--- config.mk ---
export PLATFORM = sky130hd
export DESIGN_NAME = adc_average_to_motor_servo_pwm_unit
export DESIGN_NICKNAME = d
export VERILOG_FILES = /design/src/hdl/adcpwm_pkg.sv /design/src/hdl/adcpwm_cell.sv /design/src/hdl/adcpwm_calc.sv /design/src/hdl/adc_average_to_motor_servo_pwm_unit.sv
export VERILOG_INCLUDE_DIRS = /design/src /design/src/hdl
export SDC_FILE = /design/constraint.sdc
export NUM_CORES = 1
export LEC_CHECK = 0
export ABC_AREA = 1
export CAP_MARGIN = 10
export CORE_MARGIN = 4
export CORE_UTILIZATION = 38
export CTS_CLUSTER_SIZE = 12
export DETAILED_ROUTE_END_ITERATION = 12
export DONT_BUFFER_PORTS = 1
export GPL_ROUTABILITY_DRIVEN = 0
export SYNTH_ARGS = -nofsm -noshare
export SYNTH_HDL_FRONTEND = slang
export SYNTH_HIERARCHICAL = 1
export SYNTH_SLANG_ARGS = --single-unit
--- constraint.sdc ---
create_clock -name clk -period 5.1 [get_ports clk]
set_input_delay 0.51 -clock clk [delete_from_list [all_inputs] [get_ports clk]]
set_output_delay 0.51 -clock clk [all_outputs]
set_load 0.05 [all_outputs]
--- src/hdl/assert_macros.svh ---
// assertion helpers for the rtl files, included by adc_average_to_motor_servo_pwm_unit
// each macro expects clk and rst_n in scope
`ifndef ASSERT_MACROS_SVH
`define ASSERT_MACROS_SVH

// property must hold at every edge outside reset
`define ADCPWM_ASSERT(lbl, prop, msg) \
  lbl: assert property (@(posedge clk) disable iff (!rst_n) (prop)) else $error(msg);

// expression must never be true outside reset
`define ADCPWM_NEVER(lbl, expr, msg) \
  lbl: assert property (@(posedge clk) disable iff (!rst_n) !(expr)) else $error(msg);

`endif

--- src/hdl/adcpwm_pkg.sv ---
// ----------------------------------------------------------------------------
// adcpwm_pkg
// word types, stage controls and fixed scaling constants for the adc to pwm
// block
// ----------------------------------------------------------------------------
`timescale 1ns / 1ps

package adcpwm_pkg;

  localparam int SAMPLE_W   = 10;
  localparam int ADC_MAX    = 1023;
  localparam int SPEED_SPAN = 198;
  localparam int SPEED_HALF = 99;
  localparam int ANGLE_SPAN = 180;
  localparam int ANGLE_HALF = 90;

  localparam int AVG_W   = SAMPLE_W;
  localparam int SCALE_W = 8;
  localparam int MAG_W   = 7;
  localparam int PULSE_W = 11;
  localparam int PQ_W    = PULSE_W - 1;

  // floor(x / d) == (x * ceil(2^s / d)) >> s when x < 2^n and s = n + clog2(d)
  // the span or adc_max factor is folded into the constant

  // speed: avg * SPEED_SPAN / ADC_MAX
  localparam int SPD_X_W = $clog2(ADC_MAX * SPEED_SPAN + 1);
  localparam int SPD_SH  = SPD_X_W + $clog2(ADC_MAX);
  localparam longint unsigned SPD_MUL =
    (((64'd1 << SPD_SH) + ADC_MAX - 1) / ADC_MAX) * SPEED_SPAN;
  localparam int SPD_MUL_W = $clog2(SPD_MUL + 1);

  // angle: avg * ANGLE_SPAN / ADC_MAX
  localparam int ANG_X_W = $clog2(ADC_MAX * ANGLE_SPAN + 1);
  localparam int ANG_SH  = ANG_X_W + $clog2(ADC_MAX);
  localparam longint unsigned ANG_MUL =
    (((64'd1 << ANG_SH) + ADC_MAX - 1) / ADC_MAX) * ANGLE_SPAN;
  localparam int ANG_MUL_W = $clog2(ANG_MUL + 1);

  // motor: mag * ADC_MAX / SPEED_HALF, mag never above SPEED_HALF
  localparam int MOT_X_W = $clog2(SPEED_HALF * ADC_MAX + 1);
  localparam int MOT_SH  = MOT_X_W + $clog2(SPEED_HALF);
  localparam longint unsigned MOT_MUL =
    (((64'd1 << MOT_SH) + SPEED_HALF - 1) / SPEED_HALF) * ADC_MAX;
  localparam int MOT_MUL_W = $clog2(MOT_MUL + 1);

  // servo: angle * ADC_MAX / ANGLE_SPAN, angle never above ANGLE_SPAN
  localparam int SRV_X_W = $clog2(ANGLE_SPAN * ADC_MAX + 1);
  localparam int SRV_SH  = SRV_X_W + $clog2(ANGLE_SPAN);
  localparam longint unsigned SRV_MUL =
    (((64'd1 << SRV_SH) + ANGLE_SPAN - 1) / ANGLE_SPAN) * ADC_MAX;
  localparam int SRV_MUL_W = $clog2(SRV_MUL + 1);

  typedef struct packed {
    logic [SAMPLE_W-1:0] speed_sample;
    logic [SAMPLE_W-1:0] angle_sample;
  } in_word_t;

  typedef struct packed {
    logic signed [7:0]    speed_signed;
    logic [MAG_W-1:0]     speed_magnitude;
    logic                 drive_forward;
    logic                 drive_reverse;
    logic [SCALE_W-1:0]   angle_unsigned;
    logic signed [7:0]    angle_signed;
    logic [PULSE_W-1:0]   motor_pulse;
    logic [PULSE_W-1:0]   servo_pulse;
  } out_word_t;

  typedef struct packed {
    logic ld_avg;
    logic ld_scale;
    logic ld_out;
  } stage_ctrl_t;

endpackage

--- src/hdl/adcpwm_cell.sv ---
// ----------------------------------------------------------------------------
// adcpwm_cell
// one tap of the sample window: holds a sample pair and passes it on
// ----------------------------------------------------------------------------
`timescale 1ns / 1ps

module adcpwm_cell (
  input  logic                 clk,
  input  logic                 rst_n,
  input  logic                 shift_en,
  input  adcpwm_pkg::in_word_t d_word,
  output adcpwm_pkg::in_word_t q_word
);
  import adcpwm_pkg::*;

  in_word_t tap_r;

  always_ff @(posedge clk) begin
    if (!rst_n) begin
      tap_r <= '0;
    end else if (shift_en) begin
      tap_r <= d_word;
    end
  end

  assign q_word = tap_r;

endmodule

--- src/hdl/adcpwm_calc.sv ---
// ----------------------------------------------------------------------------
// adcpwm_calc
// average, scale and pulse-width datapath, three register stages
// ----------------------------------------------------------------------------
`timescale 1ns / 1ps

module adcpwm_calc #(
  parameter int WINDOW = 10,
  parameter int SUM_W  = 14
) (
  input  logic                    clk,
  input  adcpwm_pkg::stage_ctrl_t ctrl,
  input  logic [SUM_W-1:0]        speed_sum,
  input  logic [SUM_W-1:0]        angle_sum,
  output adcpwm_pkg::out_word_t   out_word
);
  import adcpwm_pkg::*;

  // sum / WINDOW by reciprocal
  localparam int AVG_SH = SUM_W + $clog2(WINDOW);
  localparam longint unsigned AVG_MUL = ((64'd1 << AVG_SH) + WINDOW - 1) / WINDOW;
  localparam int AVG_MUL_W  = $clog2(AVG_MUL + 1);
  localparam int AVG_PROD_W = SUM_W + AVG_MUL_W;
  localparam int SPD_PROD_W = AVG_W + SPD_MUL_W;
  localparam int ANG_PROD_W = AVG_W + ANG_MUL_W;
  localparam int MOT_PROD_W = MAG_W + MOT_MUL_W;
  localparam int SRV_PROD_W = SCALE_W + SRV_MUL_W;

  logic [AVG_W-1:0]   avg_spd_r, avg_ang_r;
  logic [SCALE_W-1:0] sc_spd_r, sc_ang_r;
  out_word_t          out_r;

  logic [AVG_PROD_W-1:0] avg_spd_prod, avg_ang_prod;
  logic [SPD_PROD_W-1:0] spd_prod;
  logic [ANG_PROD_W-1:0] ang_prod;
  logic [MOT_PROD_W-1:0] mot_prod;
  logic [SRV_PROD_W-1:0] srv_prod;
  logic signed [8:0]     speed_s;
  logic [8:0]            mag_full;
  logic [MAG_W-1:0]      mag;

  // stage 1: truncated averages
  assign avg_spd_prod = speed_sum * AVG_MUL[AVG_MUL_W-1:0];
  assign avg_ang_prod = angle_sum * AVG_MUL[AVG_MUL_W-1:0];

  // stage 2: scale to span, never exceeds span since avg <= ADC_MAX
  assign spd_prod = avg_spd_r * SPD_MUL[SPD_MUL_W-1:0];
  assign ang_prod = avg_ang_r * ANG_MUL[ANG_MUL_W-1:0];

  // stage 3: signed speed, magnitude and pulse widths
  assign speed_s  = $signed({1'b0, sc_spd_r}) - $signed(9'(SPEED_HALF));
  assign mag_full = speed_s[8] ? 9'(-speed_s) : 9'(speed_s);
  assign mag      = mag_full[MAG_W-1:0];
  assign mot_prod = mag * MOT_MUL[MOT_MUL_W-1:0];
  assign srv_prod = sc_ang_r * SRV_MUL[SRV_MUL_W-1:0];

  always_ff @(posedge clk) begin
    if (ctrl.ld_avg) begin
      avg_spd_r <= avg_spd_prod[AVG_SH +: AVG_W];
      avg_ang_r <= avg_ang_prod[AVG_SH +: AVG_W];
    end
    if (ctrl.ld_scale) begin
      sc_spd_r <= spd_prod[SPD_SH +: SCALE_W];
      sc_ang_r <= ang_prod[ANG_SH +: SCALE_W];
    end
    if (ctrl.ld_out) begin
      out_r.speed_signed    <= speed_s[7:0];
      out_r.speed_magnitude <= mag;
      out_r.drive_forward   <= !speed_s[8] && (speed_s != 9'sd0);
      out_r.drive_reverse   <= speed_s[8];
      out_r.angle_unsigned  <= sc_ang_r;
      out_r.angle_signed    <= sc_ang_r - SCALE_W'(ANGLE_HALF);
      out_r.motor_pulse     <= {mot_prod[MOT_SH +: PQ_W], 1'b0};
      out_r.servo_pulse     <= {srv_prod[SRV_SH +: PQ_W], 1'b0};
    end
  end

  assign out_word = out_r;

endmodule

--- src/hdl/adc_average_to_motor_servo_pwm_unit.sv ---
// ----------------------------------------------------------------------------
// adc_average_to_motor_servo_pwm_unit
// moving average of two adc channels turned into motor drive and servo pulse
// ----------------------------------------------------------------------------
//
// channel  ports                        word
// -------  ---------------------------  ---------------------------------------
// input    in_valid  in_ready  in_word  speed and angle samples, 10 bits each
// result   out_valid out_ready out_word speed, drive bits, angle, pulse widths
//
// one word in flight: accept, average, scale, result register, so a new word
// is taken only once the previous one has left the datapath stages
// this pacing is set by the three datapath register stages in adcpwm_calc
// a result waiting in the output register does not block the next word; a
// second result waits in the last stage until out_ready
// synchronous reset clears the sample window, both sums and all valid bits
// ----------------------------------------------------------------------------
`timescale 1ns / 1ps
`include "assert_macros.svh"

module adc_average_to_motor_servo_pwm_unit #(
  parameter int WINDOW = 10
) (
  input  logic                  clk,
  input  logic                  rst_n,
  input  logic                  in_valid,
  output logic                  in_ready,
  input  adcpwm_pkg::in_word_t  in_word,
  output logic                  out_valid,
  input  logic                  out_ready,
  output adcpwm_pkg::out_word_t out_word
);
  import adcpwm_pkg::*;

  // a full window of samples fits without overflow
  localparam int SUM_W = SAMPLE_W + $clog2(WINDOW);

  // window taps, tap[0] is the newest sample pair
  in_word_t tap [WINDOW];
  in_word_t oldest;

  logic             accept;
  logic [SUM_W-1:0] speed_sum_r, speed_sum_nxt;
  logic [SUM_W-1:0] angle_sum_r, angle_sum_nxt;

  // stage valid bits: sums updated, averages held, scaled values held
  logic        v1_r, v2_r, v3_r, out_valid_r;
  logic        v1_nxt, v2_nxt, v3_nxt, out_valid_nxt;
  stage_ctrl_t ctrl;

  assign accept = in_valid && in_ready;

  // chain of cells: each accepted word shifts the window one tap
  for (genvar k = 0; k < WINDOW; k++) begin : g_win
    if (k == 0) begin : g_head
      adcpwm_cell u_cell (
        .clk      (clk),
        .rst_n    (rst_n),
        .shift_en (accept),
        .d_word   (in_word),
        .q_word   (tap[k])
      );
    end else begin : g_body
      adcpwm_cell u_cell (
        .clk      (clk),
        .rst_n    (rst_n),
        .shift_en (accept),
        .d_word   (tap[k-1]),
        .q_word   (tap[k])
      );
    end
  end

  // the last tap drops out of the window on this shift
  assign oldest = tap[WINDOW-1];

  // running sums: remove the oldest sample, add the new one
  always_comb begin
    speed_sum_nxt = speed_sum_r - SUM_W'(oldest.speed_sample)
                    + SUM_W'(in_word.speed_sample);
    angle_sum_nxt = angle_sum_r - SUM_W'(oldest.angle_sample)
                    + SUM_W'(in_word.angle_sample);
  end

  // stage advance: last stage waits when the output register is still full
  always_comb begin
    ctrl.ld_avg   = v1_r;
    ctrl.ld_scale = v2_r;
    ctrl.ld_out   = v3_r && (!out_valid_r || out_ready);

    v1_nxt        = accept;
    v2_nxt        = v1_r;
    v3_nxt        = v2_r || (v3_r && !ctrl.ld_out);
    out_valid_nxt = ctrl.ld_out || (out_valid_r && !out_ready);
  end

  always_ff @(posedge clk) begin
    if (!rst_n) begin
      speed_sum_r <= '0;
      angle_sum_r <= '0;
      v1_r        <= 1'b0;
      v2_r        <= 1'b0;
      v3_r        <= 1'b0;
      out_valid_r <= 1'b0;
    end else begin
      if (accept) begin
        speed_sum_r <= speed_sum_nxt;
        angle_sum_r <= angle_sum_nxt;
      end
      v1_r        <= v1_nxt;
      v2_r        <= v2_nxt;
      v3_r        <= v3_nxt;
      out_valid_r <= out_valid_nxt;
    end
  end

  // averaging, scaling and pulse datapath
  adcpwm_calc #(
    .WINDOW (WINDOW),
    .SUM_W  (SUM_W)
  ) u_calc (
    .clk       (clk),
    .ctrl      (ctrl),
    .speed_sum (speed_sum_r),
    .angle_sum (angle_sum_r),
    .out_word  (out_word)
  );

  // new word only once the previous one has left the datapath stages
  assign in_ready  = !(v1_r || v2_r || v3_r);
  assign out_valid = out_valid_r;

  // only one word travels through the stages at a time
  `ADCPWM_ASSERT(a_one_in_flight, $onehot0({v1_r, v2_r, v3_r}), "two words in datapath")
  // an accepted word enters the first stage
  `ADCPWM_ASSERT(a_accept_enters, accept |=> v1_r, "accepted word lost")
  // a new result comes only from the last stage
  `ADCPWM_ASSERT(a_out_from_v3, $rose(out_valid_r) |-> $past(v3_r), "result without word")
  // h-bridge legs never driven together
  `ADCPWM_NEVER(a_drive_excl, out_valid_r && out_word.drive_forward && out_word.drive_reverse,
                "both drive bits high")

endmodule
Word level (Yosys, flattened, before mapping)
Cells that the tools add are included.
Word-level totals
  bits of input ports: 24
  output and inout bits: 57
  register bits after elaboration: 321
  word-level logic and storage cells: 68
Operators by class
  $add $sub $neg: 7
  reduce and logical (&&, ||, !) cells: 16
  muxes and demuxes: 1
  multipliers: 6
Operators by type and width (number)
  $mul A14 B15 Y28 const B: 2
  $mul A10 B25 Y35 const B: 1
  $mul A10 B24 Y34 const B: 1
  $mul A7 B28 Y34 const B: 1
  $mul A8 B27 Y34 const B: 1
  $add A14 B10 Y14: 2
  $sub A14 B10 Y14: 2
  $reduce_bool A9 Y1: 1
  $sub A8 B7 Y9 const B: 1
  $sub A8 B7 Y8 const B: 1
  $mux W7: 1
  $neg A7 Y7: 1
  $logic_and A1 B1 Y1: 5
  $logic_not A1 Y1: 5
  $logic_or A1 B1 Y1: 5

Logic depth before layout (Yosys ltp)
  depth in word-level cells: 6
  depth in mapped cells: 28
  gate-level depth less buffers: 28

Hierarchy
The synthesis kept the hierarchy.
By module, submodules not included
  adcpwm_calc: area an instance 22888.2 um^2, times used 1, cells each 2716, sequential area each 2642.5 um^2
  adcpwm_cell: area an instance 830.8 um^2, times used 10, cells each 126, sequential area each 400.4 um^2
  adc_average_to_motor_servo_pwm_unit: area an instance 3458.3 um^2, times used 1, cells each 550, sequential area each 640.6 um^2

Worst setup path before layout
Ideal clock, no wire load.
  path type: register to register
  from: register u_calc.sc_spd_r[0]
  to: register u_calc.out_r, in the netlist u_calc/out_word[13], data pin
  clock period less this slack: 4.847 ns
  library setup time: 0.259 ns
  data required time: 4.841 ns
  buffers on the path: 0
  stages on the path, launching flop included: 24
  arrival time: 4.588 ns
  setup slack: 0.253 ns
  cells stage by stage: edfxtp_1 -> ha_1 -> nor2_1 -> nand3_2 -> nand2_2 -> nand2_4 -> inv_1 -> o31ai_1 -> nand2_1 -> xor2_1 -> inv_1 -> ha_1 -> inv_1 -> fa_1 -> fa_1 -> fa_1 -> inv_1 -> ha_1 -> a21oi_1 -> o21a_1 -> nand2_1 -> a21boi_0 -> nand2_1 -> xor2_1
On the way
  elaborated cells on any way between the ends: 4
  classes of those cells: add/sub (2); mul (1); mux (1)
RTL lines
  start, declared: RTL line adcpwm_calc.sv:30  | logic [SCALE_W-1:0] sc_spd_r, sc_ang_r;
  start signal, assigned: RTL line adcpwm_calc.sv:63  | sc_spd_r <= spd_prod[SPD_SH +: SCALE_W];
  $sub A8 B7 Y9: RTL line adcpwm_calc.sv:51  | assign speed_s = $signed({1'b0, sc_spd_r}) - $signed(9'(SPEED_HALF));
  named net u_calc.speed_s[8]: RTL line adcpwm_calc.sv:38  | logic signed [8:0] speed_s;
  $mux W7: RTL line adcpwm_calc.sv:52  | assign mag_full = speed_s[8] ? 9'(-speed_s) : 9'(speed_s);
  named net u_calc.mag_full[5]: RTL line adcpwm_calc.sv:39  | logic [8:0] mag_full;
  $mul A7 B28 Y34: RTL line adcpwm_calc.sv:54  | assign mot_prod = mag * MOT_MUL[MOT_MUL_W-1:0];
  named net u_calc.mot_prod[25]: RTL line adcpwm_calc.sv:36  | logic [MOT_PROD_W-1:0] mot_prod;
  end, declared: RTL line adcpwm_calc.sv:31  | out_word_t out_r;
The timed path passes the listed nets, and every way through them passes these cells.
A chain may end at the register's enable or synchronous reset.

Worst setup path after layout
  from: register speed_sum_r[11]
  to: register u_calc.avg_spd_r[4], data pin
On the way
  word-level cells in the longest chain between the ends: 1
Ends and longest elaborated chain
  start, declared: RTL line adc_average_to_motor_servo_pwm_unit.sv:43  | logic [SUM_W-1:0] speed_sum_r, speed_sum_nxt;
  start signal, assigned: RTL line adc_average_to_motor_servo_pwm_unit.sv:107  | speed_sum_r <= speed_sum_nxt;
  $mul A14 B15 Y28: RTL line adcpwm_calc.sv:43  | assign avg_spd_prod = speed_sum * AVG_MUL[AVG_MUL_W-1:0];
  named net u_calc.avg_spd_prod[22]: RTL line adcpwm_calc.sv:33  | logic [AVG_PROD_W-1:0] avg_spd_prod, avg_ang_prod;
  end signal, assigned: RTL line adcpwm_calc.sv:59  | avg_spd_r <= avg_spd_prod[AVG_SH +: AVG_W];
  end, declared: RTL line adcpwm_calc.sv:29  | logic [AVG_W-1:0] avg_spd_r, avg_ang_r;
The timed path passes the listed nets, and every way through them passes these cells.

==> summary.txt <==
Timing
  – Time the final worst path needs with I/O delays and setup: between 4000 and 5000 ps
  – Fraction of the cycle the final worst path needs: a little over nine tenths
  – Worst slew slack as a fraction of its limit: ~40%
  – Final number of hold-violating endpoints: 0
  – Max Slew Vio Count: 0
  – PnR worst setup slack: about 180 ps
  – Summed negative setup slack over all endpoints: 0 ps
  – Unrepaired setup endpoints after global routing: yes
  – Final setup violation count: 0
  – Fin Hold WS: roughly 74 ps
  – Setup skew after layout: roughly 14 ps
  – Achievable Freq: 203.2 MHz
  – Actual transition at the worst max-transition pin: around 910 ps

Synthesis
  – Synthesized instance count: roughly 4500
  – Top cells by count, synth: sky130_fd_sc_hd__inv_1 (1014), sky130_fd_sc_hd__nand2_1 (934), sky130_fd_sc_hd__nor2_1 (602), sky130_fd_sc_hd__ha_1 (521), sky130_fd_sc_hd__fa_1 (304)
  – Synthesis-stage register bit count: 320
  – Proportion of synthesized flip-flops having asynchronous set or reset: 0%
  – Netlist cell types: slightly below 60
  – Synth Area per Inst: around 7.7 sq um
  – Area leader, netlist: sky130_fd_sc_hd__ha_1
  – Sequential area share after synthesis: between 20% and 30%
  – Most used DFF post-synth: sky130_fd_sc_hd__dfxtp_1
  – Portion of synthesized cell area occupied by the leading cell type: a little under a fifth
  – Cell Area, Synth: between 0.03 and 0.04 sq mm
  – Most instantiated library cell after synthesis: sky130_fd_sc_hd__inv_1
  – Count of flip-flops with a built-in enable after synthesis: about 90
  – Syn. warnings: 6
  – Cells taking the most area after synthesis: sky130_fd_sc_hd__ha_1 (19%), sky130_fd_sc_hd__fa_1 (18%), sky130_fd_sc_hd__dfxtp_1 (13%)

Critical path
  – Crit path arrival time: between 5000 and 6000 ps
  – Crit-path max cell delay: 570 ps
  – Worst Setup End Kind: flip-flop
  – Origin of the critical flop-to-flop path: speed_sum_r[11]$_SDFFE_PN0P_
  – CP max-delay cell: sky130_fd_sc_hd__fa_1
  – Worst Path Max Fanout: 6
  – Critical path cell sequence: fa_1, inv_1, fa_1, fa_1, inv_1, fa_1, fa_1, fa_1, ha_4, nand2_1, nor2_2, inv_1, nor2_1, nand4_1, nand3_2, a31oi_1, xor2_1
  – Critical path class: reg2reg
  – Destination of the worst register-to-register timing path: u_calc/avg_spd_r[4]$_DFFE_PP_
  – CP Data Required Time: roughly 5400 ps
  – Flop-to-flop setup slack: 180 ps
  – Critical path startpoint category: flip-flop
  – Cells on worst reg2reg path: 17
  – Most numerous cell on the critical path: sky130_fd_sc_hd__fa_1

Die
  – Std-Cell Rows: 110
  – Core footprint: 0.09029 sq mm
  – DIE HEIGHT: roughly 310 um
  – Starting utilization of the core area: between 30% and 40%
  – Io pins: between 80 and 90
  – Overall die width: between 300 and 400 um
  – Die area: roughly 0.096 sq mm

Global routing
  – Total overflow reported by the global router: 0
  – Pin count of the biggest net entering global routing: approximately 220
  – Overall global routing resource usage: 16.21%
  – Wire length of the first global-routing pass: 129000 um
  – Number of antenna violations at the first check in global routing: 0
  – Via count of the first global-routing pass: 26266

Clock network
  – Clock insertion delay at the later pin of the skew report: 580 ps
  – TritonCTS clock tree: built
  – Number of sinks on the clock net: between 300 and 400
  – H-tree lvl count: 2
  – Clock-pin slew on the worst setup and hold paths: ~60 ps
  – Clock buffer count from CTS: 39
  – CTS Root Buffer Type: sky130_fd_sc_hd__clkbuf_16
  – Worst-case clock buffer depth: 3

Job
  – Number of maximum-capacitance violations: 0

Hold path
  – Endpoint with the worst hold slack: g_win[2].g_body.u_cell/q_word[16]$_SDFFE_PN0P_
  – Count of cells along the worst hold path: 2
  – Startpoint of the lowest-slack hold path: rst_n
  – Hold Path Class: in2reg

Cells and area
  – Number of nets in the layout: approximately 5400
  – Synthesis-to-layout area growth: 7.788%
  – Fill cell instance count of the final layout: between 9000 and 10000
  – Fraction of layout instances using a drive strength above 1: ~4.6%
  – Antenna diode count: 0
  – Final instance area: 0.03735 sq mm

Route
  – Iteration-0 DRC count of the detailed router: approximately 1300
  – Number of nets with antenna violations after detailed routing: 0
  – Wire length after detailed routing: around 77000 um
  – Number of vias per cell after detailed routing: roughly 4.7
  – DR vias: between 20000 and 30000
  – Average wire length per cell after detail routing: 13.35 um
  – Remaining design rule violation count: 0
  – DRT Pass-1 Iters: 5

Place
  – Post-detail-place hpwl: about 63000 um
  – Setup WS pre-CTS: -31.15 ps
  – Number of port buffers: 0
  – Post-detailed-placement cell area: between 0.03 and 0.04 sq mm

Status
  – Status: finished clean
[cells in the final DEF, fill, tap and decap left out, types with 7 or more instances in the layout]
| cell | count |
|---|---|
| sky130_fd_sc_hd__a31oi_1 | 26 |
| sky130_fd_sc_hd__nor2_1 | 597 |
| sky130_fd_sc_hd__a211oi_1 | 7 |
| sky130_fd_sc_hd__fa_1 | 303 |
| sky130_fd_sc_hd__xor2_1 | 45 |
| sky130_fd_sc_hd__a21o_1 | 22 |
| sky130_fd_sc_hd__nor4_2 | 7 |
| sky130_fd_sc_hd__clkbuf_1 | 13 |
| sky130_fd_sc_hd__nor2_2 | 18 |
| sky130_fd_sc_hd__o211ai_1 | 8 |
| sky130_fd_sc_hd__a21oi_2 | 13 |
| sky130_fd_sc_hd__buf_4 | 41 |
| sky130_fd_sc_hd__clkbuf_8 | 7 |
| sky130_fd_sc_hd__nand2_1 | 931 |
| sky130_fd_sc_hd__ha_1 | 512 |
| sky130_fd_sc_hd__xnor2_1 | 15 |
| sky130_fd_sc_hd__a21boi_0 | 7 |
| sky130_fd_sc_hd__dfxtp_1 | 229 |
| sky130_fd_sc_hd__inv_1 | 1012 |
| sky130_fd_sc_hd__o21bai_1 | 20 |
| sky130_fd_sc_hd__nand4_1 | 36 |
| sky130_fd_sc_hd__a21oi_1 | 180 |
| sky130_fd_sc_hd__nand3_1 | 120 |
| sky130_fd_sc_hd__nand2_2 | 18 |
| sky130_fd_sc_hd__o31ai_1 | 8 |
| sky130_fd_sc_hd__edfxtp_1 | 88 |
| sky130_fd_sc_hd__o21a_1 | 12 |
| sky130_fd_sc_hd__o21ai_0 | 84 |
| sky130_fd_sc_hd__o21ai_1 | 12 |
| sky130_fd_sc_hd__nor3_1 | 40 |
| sky130_fd_sc_hd__clkbuf_16 | 39 |
[stage by stage]
step | util, % | instances
floorplan | - | 4527
global placement | 39.66 | 5670
detailed placement | 39.66 | 5670
CTS | 41.07 | 5742
global route | 41.37 | 5745
finish | 41.37 | 5745
[worst max path at each step]
stage	slack, ps	from	endpoint
after floorplan	250	u_calc/sc_spd_r[0]$_DFFE_PP_	u_calc/out_word[13]$_DFFE_PP_
after global placement	40	u_calc/sc_spd_r[1]$_DFFE_PP_	u_calc/out_word[19]$_DFFE_PP_
after detailed placement	-30	u_calc/sc_spd_r[0]$_DFFE_PP_	u_calc/out_word[19]$_DFFE_PP_
after CTS	60	u_calc/sc_spd_r[1]$_DFFE_PP_	u_calc/out_word[18]$_DFFE_PP_
after global routing	-50	u_calc/sc_spd_r[0]$_DFFE_PP_	u_calc/out_word[21]$_DFFE_PP_
final	180	speed_sum_r[11]$_SDFFE_PN0P_	u_calc/avg_spd_r[4]$_DFFE_PP_
[layer usage]
layer | part of all wire [%] | up-vias | track usage [%]
li1 | - | 13985 | -
met1 | 46 | 12259 | 20.93
met2 | 47 | 427 | 28.17
met3 | 3.8 | 139 | 2.484
met4 | 3.1 | 0 | 4.697
met5 | 0 | - | 0
[registers in the layout, indices dropped and copies added (netlist names)]
register                    count
u_calc/avg_spd_r               10
v2_r                            1
speed_sum_r                    14
g_win.g_body.u_cell/q_word    180
u_calc/avg_ang_r               10
v1_r                            1
u_calc/out_word                52
g_win.g_head.u_cell/q_word     20
v3_r                            1
out_valid                       1
angle_sum_r                    14
u_calc/sc_ang_r                 8
u_calc/sc_spd_r                 8
[critical path: cells and delay by family, from the launching register on]
kind / cells / cell delay [ps]
compound gates: 1 / 90
buf+inv: 3 / 160
fa+ha+maj: 7 / 3320
xor+xnor: 1 / 150
simple gates: 5 / 600
flops: 1 / 360
[cell families after synthesis]
group | count (synthesis) | share of synthesized area, %
flip-flops | 320 | 21.03
AO/OA/AOI/OAI | 420 | 6.968
AND/OR/NAND/NOR | 1808 | 21.17
buffers and inverters | 1090 | 12.88
other | 1 | 0.01082
XOR/XNOR | 62 | 1.567
adder cells (fa/ha/maj) | 825 | 36.37
[layout make-up]
type                    count  area [sq um]  share of cell area (%)
clock inverters            12         123.9                  0.3316
multi-input cells        3117         23180                   62.06
well taps                1176          1471                   3.939
inverters                1019          3837                   10.27
repair buffers             42         327.8                  0.8776
flip-flops and latches    320          7291                   19.52
clock buffers              59          1121                   3.001
[repair_timing]
action / CTS / global route
setup buffers: 1 / 3
endpoints found under the setup margin: 5 / 26
pin swaps: 1 / 16
cloned: 0 / 0
gates resized for setup: 3 / 63
hold buffers: 0 / 0
Power is not shown: default switching activity piles up to over one toggle a cycle in this logic, so the estimate is an artifact.
